File: src/rtl/tsd_pkg.sv
// shared types and constants for the touch swipe detector
// no dependencies; imported by every module of the block
package tsd_pkg;

   // event kinds carried in the request tuser
   localparam logic [1:0] OP_DOWN = 2'd0;
   localparam logic [1:0] OP_MOVE = 2'd1;
   localparam logic [1:0] OP_LIFT = 2'd2;
   localparam logic [1:0] OP_TICK = 2'd3;

   // reported swipe directions
   localparam logic [1:0] DIR_UP    = 2'd0;
   localparam logic [1:0] DIR_DOWN  = 2'd1;
   localparam logic [1:0] DIR_LEFT  = 2'd2;
   localparam logic [1:0] DIR_RIGHT = 2'd3;

   // latched direction codes
   localparam logic [2:0] LATCH_NONE  = 3'd0;
   localparam logic [2:0] LATCH_UP    = 3'd1;
   localparam logic [2:0] LATCH_DOWN  = 3'd2;
   localparam logic [2:0] LATCH_LEFT  = 3'd3;
   localparam logic [2:0] LATCH_RIGHT = 3'd4;

   // configuration register indexes
   localparam logic [1:0] CSR_X_THRESHOLD = 2'd0;
   localparam logic [1:0] CSR_Y_THRESHOLD = 2'd1;
   localparam logic [1:0] CSR_PAUSE_TICKS = 2'd2;
   localparam logic [1:0] CSR_DIR_ENABLE  = 2'd3;

   localparam int POS_W   = 10;
   localparam int TICKS_W = 16;

   // register reset values
   localparam logic [POS_W-1:0]   RST_X_THRESHOLD = 10'd20;
   localparam logic [POS_W-1:0]   RST_Y_THRESHOLD = 10'd20;
   localparam logic [TICKS_W-1:0] RST_PAUSE_TICKS = 16'd100;
   localparam logic [3:0]         RST_DIR_ENABLE  = 4'hf;

   typedef struct packed {
      logic [POS_W-1:0]   x_threshold;
      logic [POS_W-1:0]   y_threshold;
      logic [TICKS_W-1:0] pause_ticks;
      logic [3:0]         direction_enable;
   } cfg_type;

   typedef struct packed {
      logic       swipe_valid;
      logic [1:0] swipe_dir;
      logic       is_paused;
   } result_type;

endpackage

File: src/rtl/tsd_csr.sv
// configuration registers of the touch swipe detector
// depends on tsd_pkg for register indexes, reset values and cfg_type
module tsd_csr
   import tsd_pkg::*;
(
   input  logic                clock,
   input  logic                reset,
   input  logic                csr_we,
   input  logic [1:0]          csr_addr,
   input  logic [TICKS_W-1:0]  csr_wdata,
   output cfg_type             cfg
);

   cfg_type cfg_ff;
   cfg_type cfg_in;

   // register decode
   always_comb begin
      cfg_in = cfg_ff;
      if (csr_we) begin
         unique case (csr_addr)
            CSR_X_THRESHOLD: cfg_in.x_threshold      = csr_wdata[POS_W-1:0];
            CSR_Y_THRESHOLD: cfg_in.y_threshold      = csr_wdata[POS_W-1:0];
            CSR_PAUSE_TICKS: cfg_in.pause_ticks      = csr_wdata;
            CSR_DIR_ENABLE:  cfg_in.direction_enable = csr_wdata[3:0];
            default:         cfg_in = cfg_ff;
         endcase
      end
   end

   always_ff @(posedge clock) begin
      if (reset) begin
         cfg_ff.x_threshold      <= RST_X_THRESHOLD;
         cfg_ff.y_threshold      <= RST_Y_THRESHOLD;
         cfg_ff.pause_ticks      <= RST_PAUSE_TICKS;
         cfg_ff.direction_enable <= RST_DIR_ENABLE;
      end else begin
         cfg_ff <= cfg_in;
      end
   end

   assign cfg = cfg_ff;

endmodule

File: src/rtl/tsd_core.sv
// gesture state and per-event update of the touch swipe detector
// depends on tsd_pkg; result is combinational, state updates on fire
module tsd_core
   import tsd_pkg::*;
(
   input  logic               clock,
   input  logic               reset,
   input  logic               fire,
   input  logic [1:0]         op,
   input  logic [POS_W-1:0]   pos_x,
   input  logic [POS_W-1:0]   pos_y,
   input  cfg_type            cfg,
   output result_type         result
);

   logic [POS_W-1:0]   ref_x_ff, ref_x_in;
   logic [POS_W-1:0]   ref_y_ff, ref_y_in;
   logic [2:0]         latched_ff, latched_in;
   logic               paused_ff, paused_in;
   logic [TICKS_W-1:0] count_ff, count_in;

   logic [POS_W:0] y_lim_up, y_lim_down, x_lim_left, x_lim_right;
   logic           hit_up, hit_down, hit_left, hit_right;
   logic           latch_en;
   logic [1:0]     latch_dir;

   // strict threshold crossings, as unsigned compares on widened sums
   assign y_lim_up    = {1'b0, pos_y}    + {1'b0, cfg.y_threshold};
   assign y_lim_down  = {1'b0, ref_y_ff} + {1'b0, cfg.y_threshold};
   assign x_lim_left  = {1'b0, pos_x}    + {1'b0, cfg.x_threshold};
   assign x_lim_right = {1'b0, ref_x_ff} + {1'b0, cfg.x_threshold};

   assign hit_up    = cfg.direction_enable[DIR_UP]    && ({1'b0, ref_y_ff} > y_lim_up);
   assign hit_down  = cfg.direction_enable[DIR_DOWN]  && ({1'b0, pos_y} > y_lim_down);
   assign hit_left  = cfg.direction_enable[DIR_LEFT]  && ({1'b0, ref_x_ff} > x_lim_left);
   assign hit_right = cfg.direction_enable[DIR_RIGHT] && ({1'b0, pos_x} > x_lim_right);

   // map the latched code to a direction and its enable, re-checked at liftoff
   always_comb begin
      unique case (latched_ff)
         LATCH_UP: begin
            latch_dir = DIR_UP;
            latch_en  = cfg.direction_enable[DIR_UP];
         end
         LATCH_DOWN: begin
            latch_dir = DIR_DOWN;
            latch_en  = cfg.direction_enable[DIR_DOWN];
         end
         LATCH_LEFT: begin
            latch_dir = DIR_LEFT;
            latch_en  = cfg.direction_enable[DIR_LEFT];
         end
         LATCH_RIGHT: begin
            latch_dir = DIR_RIGHT;
            latch_en  = cfg.direction_enable[DIR_RIGHT];
         end
         default: begin
            latch_dir = DIR_UP;
            latch_en  = 1'b0;
         end
      endcase
   end

   // next state and result for the current event
   always_comb begin
      ref_x_in           = ref_x_ff;
      ref_y_in           = ref_y_ff;
      latched_in         = latched_ff;
      paused_in          = paused_ff;
      count_in           = count_ff;
      result.swipe_valid = 1'b0;
      result.swipe_dir   = DIR_UP;
      unique case (op)
         OP_DOWN: begin
            if (!paused_ff) begin
               ref_x_in   = pos_x;
               ref_y_in   = pos_y;
               latched_in = LATCH_NONE;
            end
         end
         OP_MOVE: begin
            if (!paused_ff && latched_ff == LATCH_NONE) begin
               if (hit_up) begin
                  latched_in = LATCH_UP;
                  ref_y_in   = pos_y;
               end else if (hit_down) begin
                  latched_in = LATCH_DOWN;
                  ref_y_in   = pos_y;
               end else if (hit_left) begin
                  latched_in = LATCH_LEFT;
                  ref_x_in   = pos_x;
               end else if (hit_right) begin
                  latched_in = LATCH_RIGHT;
                  ref_x_in   = pos_x;
               end
            end
         end
         OP_LIFT: begin
            if (!paused_ff) begin
               paused_in = 1'b1;
               count_in  = cfg.pause_ticks;
            end
            result.swipe_valid = latch_en;
            result.swipe_dir   = latch_en ? latch_dir : DIR_UP;
            latched_in         = LATCH_NONE;
         end
         OP_TICK: begin
            if (paused_ff) begin
               if (count_ff <= TICKS_W'(1)) begin
                  count_in  = '0;
                  paused_in = 1'b0;
               end else begin
                  count_in = count_ff - TICKS_W'(1);
               end
            end
         end
         default: begin
            latched_in = latched_ff;
         end
      endcase
      result.is_paused = paused_in;
   end

   // gesture state registers
   always_ff @(posedge clock) begin
      if (reset) begin
         ref_x_ff   <= '0;
         ref_y_ff   <= '0;
         latched_ff <= LATCH_NONE;
         paused_ff  <= 1'b1;
         count_ff   <= RST_PAUSE_TICKS;
      end else if (fire) begin
         ref_x_ff   <= ref_x_in;
         ref_y_ff   <= ref_y_in;
         latched_ff <= latched_in;
         paused_ff  <= paused_in;
         count_ff   <= count_in;
      end
   end

   // a liftoff always leaves the block paused
   a_lift_pauses: assert property (@(posedge clock) disable iff (reset)
      fire && op == OP_LIFT |=> paused_ff)
      else $error("liftoff did not leave the block paused");

   // the pause only ends on a tick
   a_pause_ends_on_tick: assert property (@(posedge clock) disable iff (reset)
      $fell(paused_ff) |-> $past(fire && op == OP_TICK))
      else $error("pause ended without a tick");

   // a direction only latches on an update while unpaused
   a_latch_on_move: assert property (@(posedge clock) disable iff (reset)
      fire && latched_ff == LATCH_NONE && latched_in != LATCH_NONE
      |-> op == OP_MOVE && !paused_ff)
      else $error("direction latched outside an unpaused update");

   // a reported swipe comes from a liftoff with a latched direction
   a_swipe_from_latch: assert property (@(posedge clock) disable iff (reset)
      fire && result.swipe_valid |-> op == OP_LIFT && latched_ff != LATCH_NONE)
      else $error("swipe reported without a latched direction");

endmodule

File: src/rtl/touch_swipe_detector.sv
// top level of the touch swipe detector: request and response registers
// depends on tsd_pkg, tsd_csr and tsd_core
//
//  channel  | dir | tdata (low bit up)              | tuser        | handshake
//  req_     | in  | pos_x[9:0], pos_y[19:10], pad   | op[1:0]      | tvalid/tready
//  rsp_     | out | swipe_dir[1:0], is_paused[2]    | swipe_valid  | tvalid/tready
//  csr_     | in  | wdata[15:0] to register addr    | -            | we, no wait
//
// one request accepted per cycle unless the response is stalled; each gives
// exactly one response, via the request register, then the response register
// the gesture state is updated as a request leaves the request register
// a stalled response holds the response register; the request register
// then fills and req_tready drops until rsp_tready returns
// reset clears the gesture state to paused and the registers to their defaults
module touch_swipe_detector
   import tsd_pkg::*;
(
   input  logic                clock,
   input  logic                reset,
   input  logic                req_tvalid,
   output logic                req_tready,
   input  logic [23:0]         req_tdata,   // pos_x[9:0], pos_y[19:10], zero pad
   input  logic [1:0]          req_tuser,   // op[1:0]
   output logic                rsp_tvalid,
   input  logic                rsp_tready,
   output logic [7:0]          rsp_tdata,   // swipe_dir[1:0], is_paused[2], zero pad
   output logic                rsp_tuser,   // swipe_valid
   input  logic                csr_we,
   input  logic [1:0]          csr_addr,
   input  logic [TICKS_W-1:0]  csr_wdata
);

   cfg_type    cfg;
   result_type result;

   logic             req_valid_ff;
   logic [1:0]       req_op_ff;
   logic [POS_W-1:0] req_x_ff;
   logic [POS_W-1:0] req_y_ff;
   logic             rsp_valid_ff;
   result_type       rsp_ff;
   logic             fire;
   logic             req_take;

   // request moves on when the response register is free or being emptied
   assign fire       = req_valid_ff && (!rsp_valid_ff || rsp_tready);
   assign req_tready = !req_valid_ff || fire;
   assign req_take   = req_tvalid && req_tready;

   // request register
   always_ff @(posedge clock) begin
      if (reset) begin
         req_valid_ff <= 1'b0;
      end else if (req_tready) begin
         req_valid_ff <= req_tvalid;
      end
   end

   always_ff @(posedge clock) begin
      if (req_take) begin
         req_op_ff <= req_tuser;
         req_x_ff  <= req_tdata[POS_W-1:0];
         req_y_ff  <= req_tdata[2*POS_W-1:POS_W];
      end
   end

   tsd_csr u_csr (
      .clock     (clock),
      .reset     (reset),
      .csr_we    (csr_we),
      .csr_addr  (csr_addr),
      .csr_wdata (csr_wdata),
      .cfg       (cfg)
   );

   tsd_core u_core (
      .clock  (clock),
      .reset  (reset),
      .fire   (fire),
      .op     (req_op_ff),
      .pos_x  (req_x_ff),
      .pos_y  (req_y_ff),
      .cfg    (cfg),
      .result (result)
   );

   // response register
   always_ff @(posedge clock) begin
      if (reset) begin
         rsp_valid_ff <= 1'b0;
      end else if (fire) begin
         rsp_valid_ff <= 1'b1;
      end else if (rsp_tready) begin
         rsp_valid_ff <= 1'b0;
      end
   end

   always_ff @(posedge clock) begin
      if (fire) begin
         rsp_ff <= result;
      end
   end

   assign rsp_tvalid = rsp_valid_ff;
   assign rsp_tuser  = rsp_ff.swipe_valid;
   assign rsp_tdata  = {5'b0, rsp_ff.is_paused, rsp_ff.swipe_dir};

endmodule

File: config.mk
export PLATFORM = sky130hd
export DESIGN_NAME = touch_swipe_detector
export DESIGN_NICKNAME = d
export VERILOG_FILES = /design/src/rtl/tsd_pkg.sv /design/src/rtl/tsd_csr.sv /design/src/rtl/tsd_core.sv /design/src/rtl/touch_swipe_detector.sv
export SDC_FILE = /design/constraint.sdc
export NUM_CORES = 1
export LEC_CHECK = 0
export BUFFER_PORTS_ARGS = -buffer_cell sky130_fd_sc_hd__buf_2
export CORE_ASPECT_RATIO = 0.8
export CORE_UTILIZATION = 35
export CTS_CLUSTER_DIAMETER = 120
export DETAILED_ROUTE_END_ITERATION = 10
export PLACE_DENSITY = 0.59
export SYNTH_ARGS = -nofsm -noshare
export SYNTH_HDL_FRONTEND = slang
export SYNTH_SLANG_ARGS = --single-unit
File: constraint.sdc
create_clock -name clock -period 4.28 [get_ports clock]
set_input_delay 0.642 -clock clock [delete_from_list [all_inputs] [get_ports clock]]
set_output_delay 0.642 -clock clock [all_outputs]
set_load 0.02 [all_outputs]
==> results of run 1 <==
synth_stat cells (all sizes together) (11+ instances only):
| cell type | instances | area [µm²] |
|---|---|---|
| inv | 28 | 105 |
| edfxtp | 26 | 781 |
| nand2 | 96 | 360 |
| xnor2 | 17 | 149 |
| mux2i | 33 | 330 |
| a211oi | 11 | 82.6 |
| nand3b | 11 | 82.6 |
| a21oi | 72 | 360 |
| xor2 | 13 | 114 |
| nor3 | 12 | 60.1 |
| nand3 | 14 | 70.1 |
| o21ai | 33 | 165 |
| clkbuf | 23 | 86.3 |
| nor2b | 11 | 68.8 |
| a21o | 18 | 135 |
| ha | 82 | 1030 |
| nor2 | 51 | 191 |
| dfxtp | 82 | 1640 |
| nand2b | 47 | 294 |
kinds of logic (layout without fill, tap and decap cells):
kind of cell,after synthesis,count (layout),share of synthesized area
AND/OR/NAND/NOR,281,281,0.202
AO/OA/AOI/OAI,193,193,0.178
flip-flops,108,108,0.342
adder cells (fa/ha/maj),86,86,0.156
buffers and inverters,60,112,0.0362
multiplexers,34,34,0.0482
XOR/XNOR,30,30,0.0371
other,1,5,0.000529
path summary, 6_finish.rpt:
path	from	to	slack [ns]	cells past startpoint
min reg2reg	u_csr.cfg[13]	u_csr.cfg[13]	0.46	2
max reg2reg	req_y_ff[1]	u_core.ref_y_ff[1]	0.24	18
min	req_tdata[8]	req_x_ff[8]	0.44	1
max	req_y_ff[1]	u_core.ref_y_ff[1]	0.24	18
state kept, by name (all words and copies together), names as in the netlist:
register / count
u_csr.cfg: 40
u_core.count_ff: 16
req_x_ff: 10
req_y_ff: 10
u_core.ref_x_ff: 10
u_core.ref_y_ff: 10
rsp_tdata: 3
u_core.latched_ff: 3
req_op_ff: 2
req_valid_ff: 1
rsp_tuser: 1
rsp_tvalid: 1
u_core.paused_ff: 1
per-stage QoR:
step                area [µm²]  instances   util
floorplan                 7100        797      -
global placement          7660       1093  0.386
detailed placement        7660       1093  0.386
CTS                       7980       1109  0.402
global route              8110       1113  0.409
finish                    8110       1113  0.409
worst register-to-register path, cell delays in order, from the launching register on:
cell and delay, ns:
edfxtp_1 0.40, ha_1 0.29, a21o_1 0.18, a21oi_1 0.18, o21bai_1 0.09, a21oi_1 0.22
o21ai_0 0.21, mux2i_1 0.16, a2111oi_1 0.38, ha_1 0.32, and3_1 0.21, nand4_1 0.10
o221ai_2 0.12, a221oi_4 0.34, a21oi_2 0.10, a211oi_4 0.22, buf_6 0.15, clkbuf_16 0.15
mux2i_1 0.17
per-layer routing:
layer	part of all wire	global-route usage	wire length (µm)
met5	0	0	0
met1	0.52	0.246	8870
met3	0.032	0.0282	540
met4	0.018	0.0538	303
met2	0.43	0.253	7260
timing repair:
| action | 4_1_cts | 5_1_grt |
|---|---|---|
| setup endpoints to repair | 0 | 23 |
| gates resized for setup | 0 | 21 |
| setup buffers | 0 | 2 |
where the power goes:
group	leakage, nW	switching (mW)	internal (mW)	total, mW
clock network	0.156	0.459	0.430	0.889
registers	0.916	0.0362	1.08	1.12
logic	2.24	0.221	0.165	0.385
total	3.31	0.716	1.67	2.39
cell type report:
| type | instances | area (µm²) | share of cell area |
|---|---|---|---|
| Multi-Input combinational cell | 629 | 4510 | 0.556 |
| Sequential cell | 108 | 2420 | 0.299 |
| Timing Repair Buffer | 68 | 427 | 0.0526 |
| Tap cell | 264 | 330 | 0.0407 |
| Clock buffer | 9 | 225 | 0.0278 |
| Inverter | 28 | 105 | 0.0130 |
| Clock inverter | 7 | 93.8 | 0.0116 |
==> impl_metrics.tcl, run 1 <==
set metrics [dict create \
    start_kind "flop" \
    hold_buffers 0 \
    synth_seq_area_share 0.342 \
    die_x_um 161 \
    cts_tree "built" \
    clock_latency_ns 0.37 \
    synth_top_flop_cell "dfxtp_1" \
    die_h_um 129 \
    antenna_cells 0 \
    whs_ns 0.443 \
    grt_pass1_wl_um 27700 \
    status "completed" \
    period_needed_ns 4.04 \
    crit_path_cell_trace "ha_1 > a21o_1 > a21oi_1 > o21bai_1 > a21oi_1 > o21ai_0 > mux2i_1 > a2111oi_1 > ha_1 > and3_1 > nand4_1 > o221ai_2 > a221oi_4 > a21oi_2 > a211oi_4 > buf_6 > clkbuf_16 > mux2i_1" \
    drtAntennaViolNets 0 \
    cp_num_buf_inv 2 \
    antenna_found_initial 0 \
    postSynthAreaPerCell_um2 8.94 \
    cts.sinks 108 \
    slew_viol_final 0 \
    crit_path_end_kind "flop" \
    critPathTopFamily "compound AO/OA/AOI/OAI gates" \
    cts_inserted_buffers 9 \
    crit_arrival_ns 4.33 \
    grt_pass1_vias 5246 \
    nets 979 \
    period_share 0.943 \
    yosysWarnings 0 \
    viasPerCell 5.13 \
    setup_viol 0 \
    total_power_mw 2.39 \
    worst_pin_slew_ns 0.825 \
    ys_types 63 \
    area.growth.synth_to_final_pct 14.4 \
    ios 60 \
    drive_above_1_share 0.126 \
    cts_buffer_depth 2 \
    p_per_area_nw_per_um2 295 \
    layout_commonest_cell "nand2_1" \
    wl_um 17000 \
    slowest_delay_ns 0.40 \
    drtIter0Drc 327 \
    fin_setup_tns_ns 0 \
    maxCapViolCount 0 \
    vias 5711 \
    htreeDepth 3 \
    cp.required_ns 4.57 \
    wire_per_inst_um 15.2 \
    dpl_worst_slack_ns 0.0769 \
    worstSetupPathType "flop to flop" \
    clock_skew_ns 0.0106 \
    p_leak_nw 3.31 \
    final_cell_mix "96 x nand2_1, 81 x ha_1, 81 x dfxtp_1" \
    grt_use_total 0.169 \
    rsz0062_at_grt "no" \
    dp_hpwl_um 12700 \
    cp_slowest_cell "edfxtp_1" \
    io_buffer_count 50 \
    core-area_um2 19900 \
    synth_area_um2 7090 \
    grt_max_degree 47 \
    finalHoldViolations 0 \
    synthArstFlopShare 0 \
    post-route-worst-setup-slack_ns 0.243 \
    ir_drop_uv 237 \
    overflow 0 \
    nFillCells 2008 \
    root_buffer "clkbuf_16" \
    initial_core_util 0.357 \
    dieArea_um2 20800 \
    clk_pin_slew_ns 0.09 \
    routabilityCongestion 0.814 \
    first_pass_iters 4 \
    synth_edf_count 26 \
    row_count 46 \
    max-slew-margin-rel 0.450 \
    path_max_fanout 5 \
    synthCells 793 \
    min_path_type "primary input to flop" \
    ys_ff_latch 108 \
    fmaxAchievable_mhz 248 \
    drc 0 \
]
Note: power is estimated with default switching activity, not from simulation.
==> run 2, diff against run 1 <==
- CTS_BUF_LIST: unset -> sky130_fd_sc_hd__clkbuf_2
==> impl_metrics.tcl, run 2 (synthesized netlist as in run 1, its figures left out) <==
set metrics [dict create \
    status "completed" \
    clk_pin_slew_ns 0.36 \
    slowest_delay_ns 0.51 \
    drtAntennaViolNets 0 \
    crit_arrival_ns 4.68 \
    hold_depth 1 \
    cp_slowest_cell "edfxtp_1" \
    first_pass_iters 6 \
    clock_latency_ns 0.69 \
    vias 5704 \
    fmaxAchievable_mhz 248 \
    slew_viol_final 0 \
    period_needed_ns 4.03 \
    crit_path_cell_trace "ha_2 > fa_1 > a21o_1 > a211oi_2 > nor2_2 > o21ai_2 > nand2b_1 > a21oi_2 > xor2_1 > ha_1 > and3_1 > nand4_1 > o221ai_2 > a221oi_4 > a21o_1 > a2111oi_4 > buf_4 > mux2i_1" \
    wire_per_inst_um 15.2 \
    cts.sinks 108 \
    dpl_cell_area_um2 7660 \
    grt_pass1_vias 5222 \
    post-route-worst-setup-slack_ns 0.247 \
    row_count 46 \
    drtIter0Drc 353 \
    viasPerCell 5.12 \
    routabilityCongestion 0.814 \
    dp_hpwl_um 12700 \
    htreeDepth 3 \
    period_share 0.942 \
    root_buffer "clkbuf_2" \
    maxCapViolCount 0 \
    reg2reg_from "req_y_ff[0]" \
    clock_skew_ns 0.0377 \
    cts_tree "built" \
    area.growth.synth_to_final_pct 12.0 \
    p_leak_nw 3.25 \
    antenna_found_initial 1 \
    setup_viol 0 \
    nFillCells 2021 \
    rsz0062_at_grt "no" \
    crit_top_cell "a21o_1" \
    finalHoldViolations 0 \
    path_max_fanout 5 \
    max-slew-margin-rel 0.445 \
    cts_inserted_buffers 9 \
    worst_pin_slew_ns 0.832 \
    io_buffer_count 50 \
    grt_max_degree 47 \
    rr_endpoint "u_core.ref_x_ff[8]" \
    min_path_type "primary input to flop" \
    grt_use_total 0.168 \
    cp.required_ns 4.93 \
    overflow 0 \
    p_per_area_nw_per_um2 258 \
    reg2reg_depth 18 \
    layout_commonest_cell "nand2_1" \
    nets 980 \
    core-area_um2 19900 \
    whs_endpoint "req_op_ff[0]" \
    drc 0 \
    fin_cells 1115 \
    drive_above_1_share 0.129 \
    reg2reg_slack_ns 0.25 \
    cp_num_buf_inv 1 \
    cts_buffer_depth 2 \
    final_cell_mix "96 x nand2_1, 81 x ha_1, 80 x dfxtp_1" \
    worstSetupPathType "flop to flop" \
    die_h_um 129 \
    ir_drop_uv 161 \
    hold_start "req_tuser[0]" \
    total_power_mw 2.05 \
    dpl_worst_slack_ns 0.0769 \
    initial_core_util 0.357 \
    hold_buffers 0 \
    grt_pass1_wl_um 27600 \
    die_x_um 161 \
    ios 60 \
    fin_area_um2 7940 \
    dp_cells 1093 \
    dieArea_um2 20800 \
    largest_register_ffs 40 \
    crit_path_end_kind "flop" \
    start_kind "flop" \
    cp-startpoint "req_y_ff[0]" \
    fin_setup_tns_ns 0 \
    wl_um 17000 \
    critPathTopFamily "compound AO/OA/AOI/OAI gates" \
]
## run 2: cell types whose count changed in the layout (fill, tap and decap cells not counted), sizes merged
cell,change
buf,+1
diode,+1
## run 2: where the power goes
group / internal [mW] / switching (mW)
clock network: 0.116 / 0.426
logic: 0.165 / 0.221
registers: 1.09 / 0.0362
## run 2: timing repair
item                       4_1_cts  5_1_grt
gates resized for setup          0       24
setup endpoints to repair        0       23
buffers inserted                 0        3
## run 2: area by class of cell
type,count,area [µm²],area share
clock inverters,7,93.8,0.0118
inverters,28,105,0.0132
well taps,264,330,0.0416
repair buffers,69,430,0.0542
diodes,1,2.50,0.000315
clock buffers,9,45.0,0.00567
flip-flops and latches,108,2420,0.305
multi-input cells,629,4510,0.568
## run 2: routing by layer
metal  track usage  part of all wire  vias up
met1         0.246              0.52     2644
met3        0.0294             0.029       14
met2         0.253              0.43       81
met4        0.0466             0.016        0
li1              -                 -     2965
met5             0                 0        -
## run 2: how the worst max path moves through the flow
stage | to | slack (ns) | cells after the start
after floorplan | u_core.latched_ff[1] | 0.50 | 16
after global placement | u_core.ref_y_ff[2] | 0.13 | 18
after detailed placement | u_core.ref_y_ff[6] | 0.08 | 18
after CTS | u_core.ref_y_ff[5] | 0.01 | 18
after global routing | u_core.ref_x_ff[6] | 0.007 | 16
final | u_core.ref_x_ff[8] | 0.25 | 18
## run 2: per-stage QoR
| stage | hold WS [ns] | util |
|---|---|---|
| CTS | 0.0279 | 0.393 |
| detailed placement | 0.450 | 0.386 |
| global route | 0.00972 | 0.400 |
| floorplan | 0.436 | - |
| global placement | 0.446 | 0.386 |
| finish | 0.0891 | 0.400 |
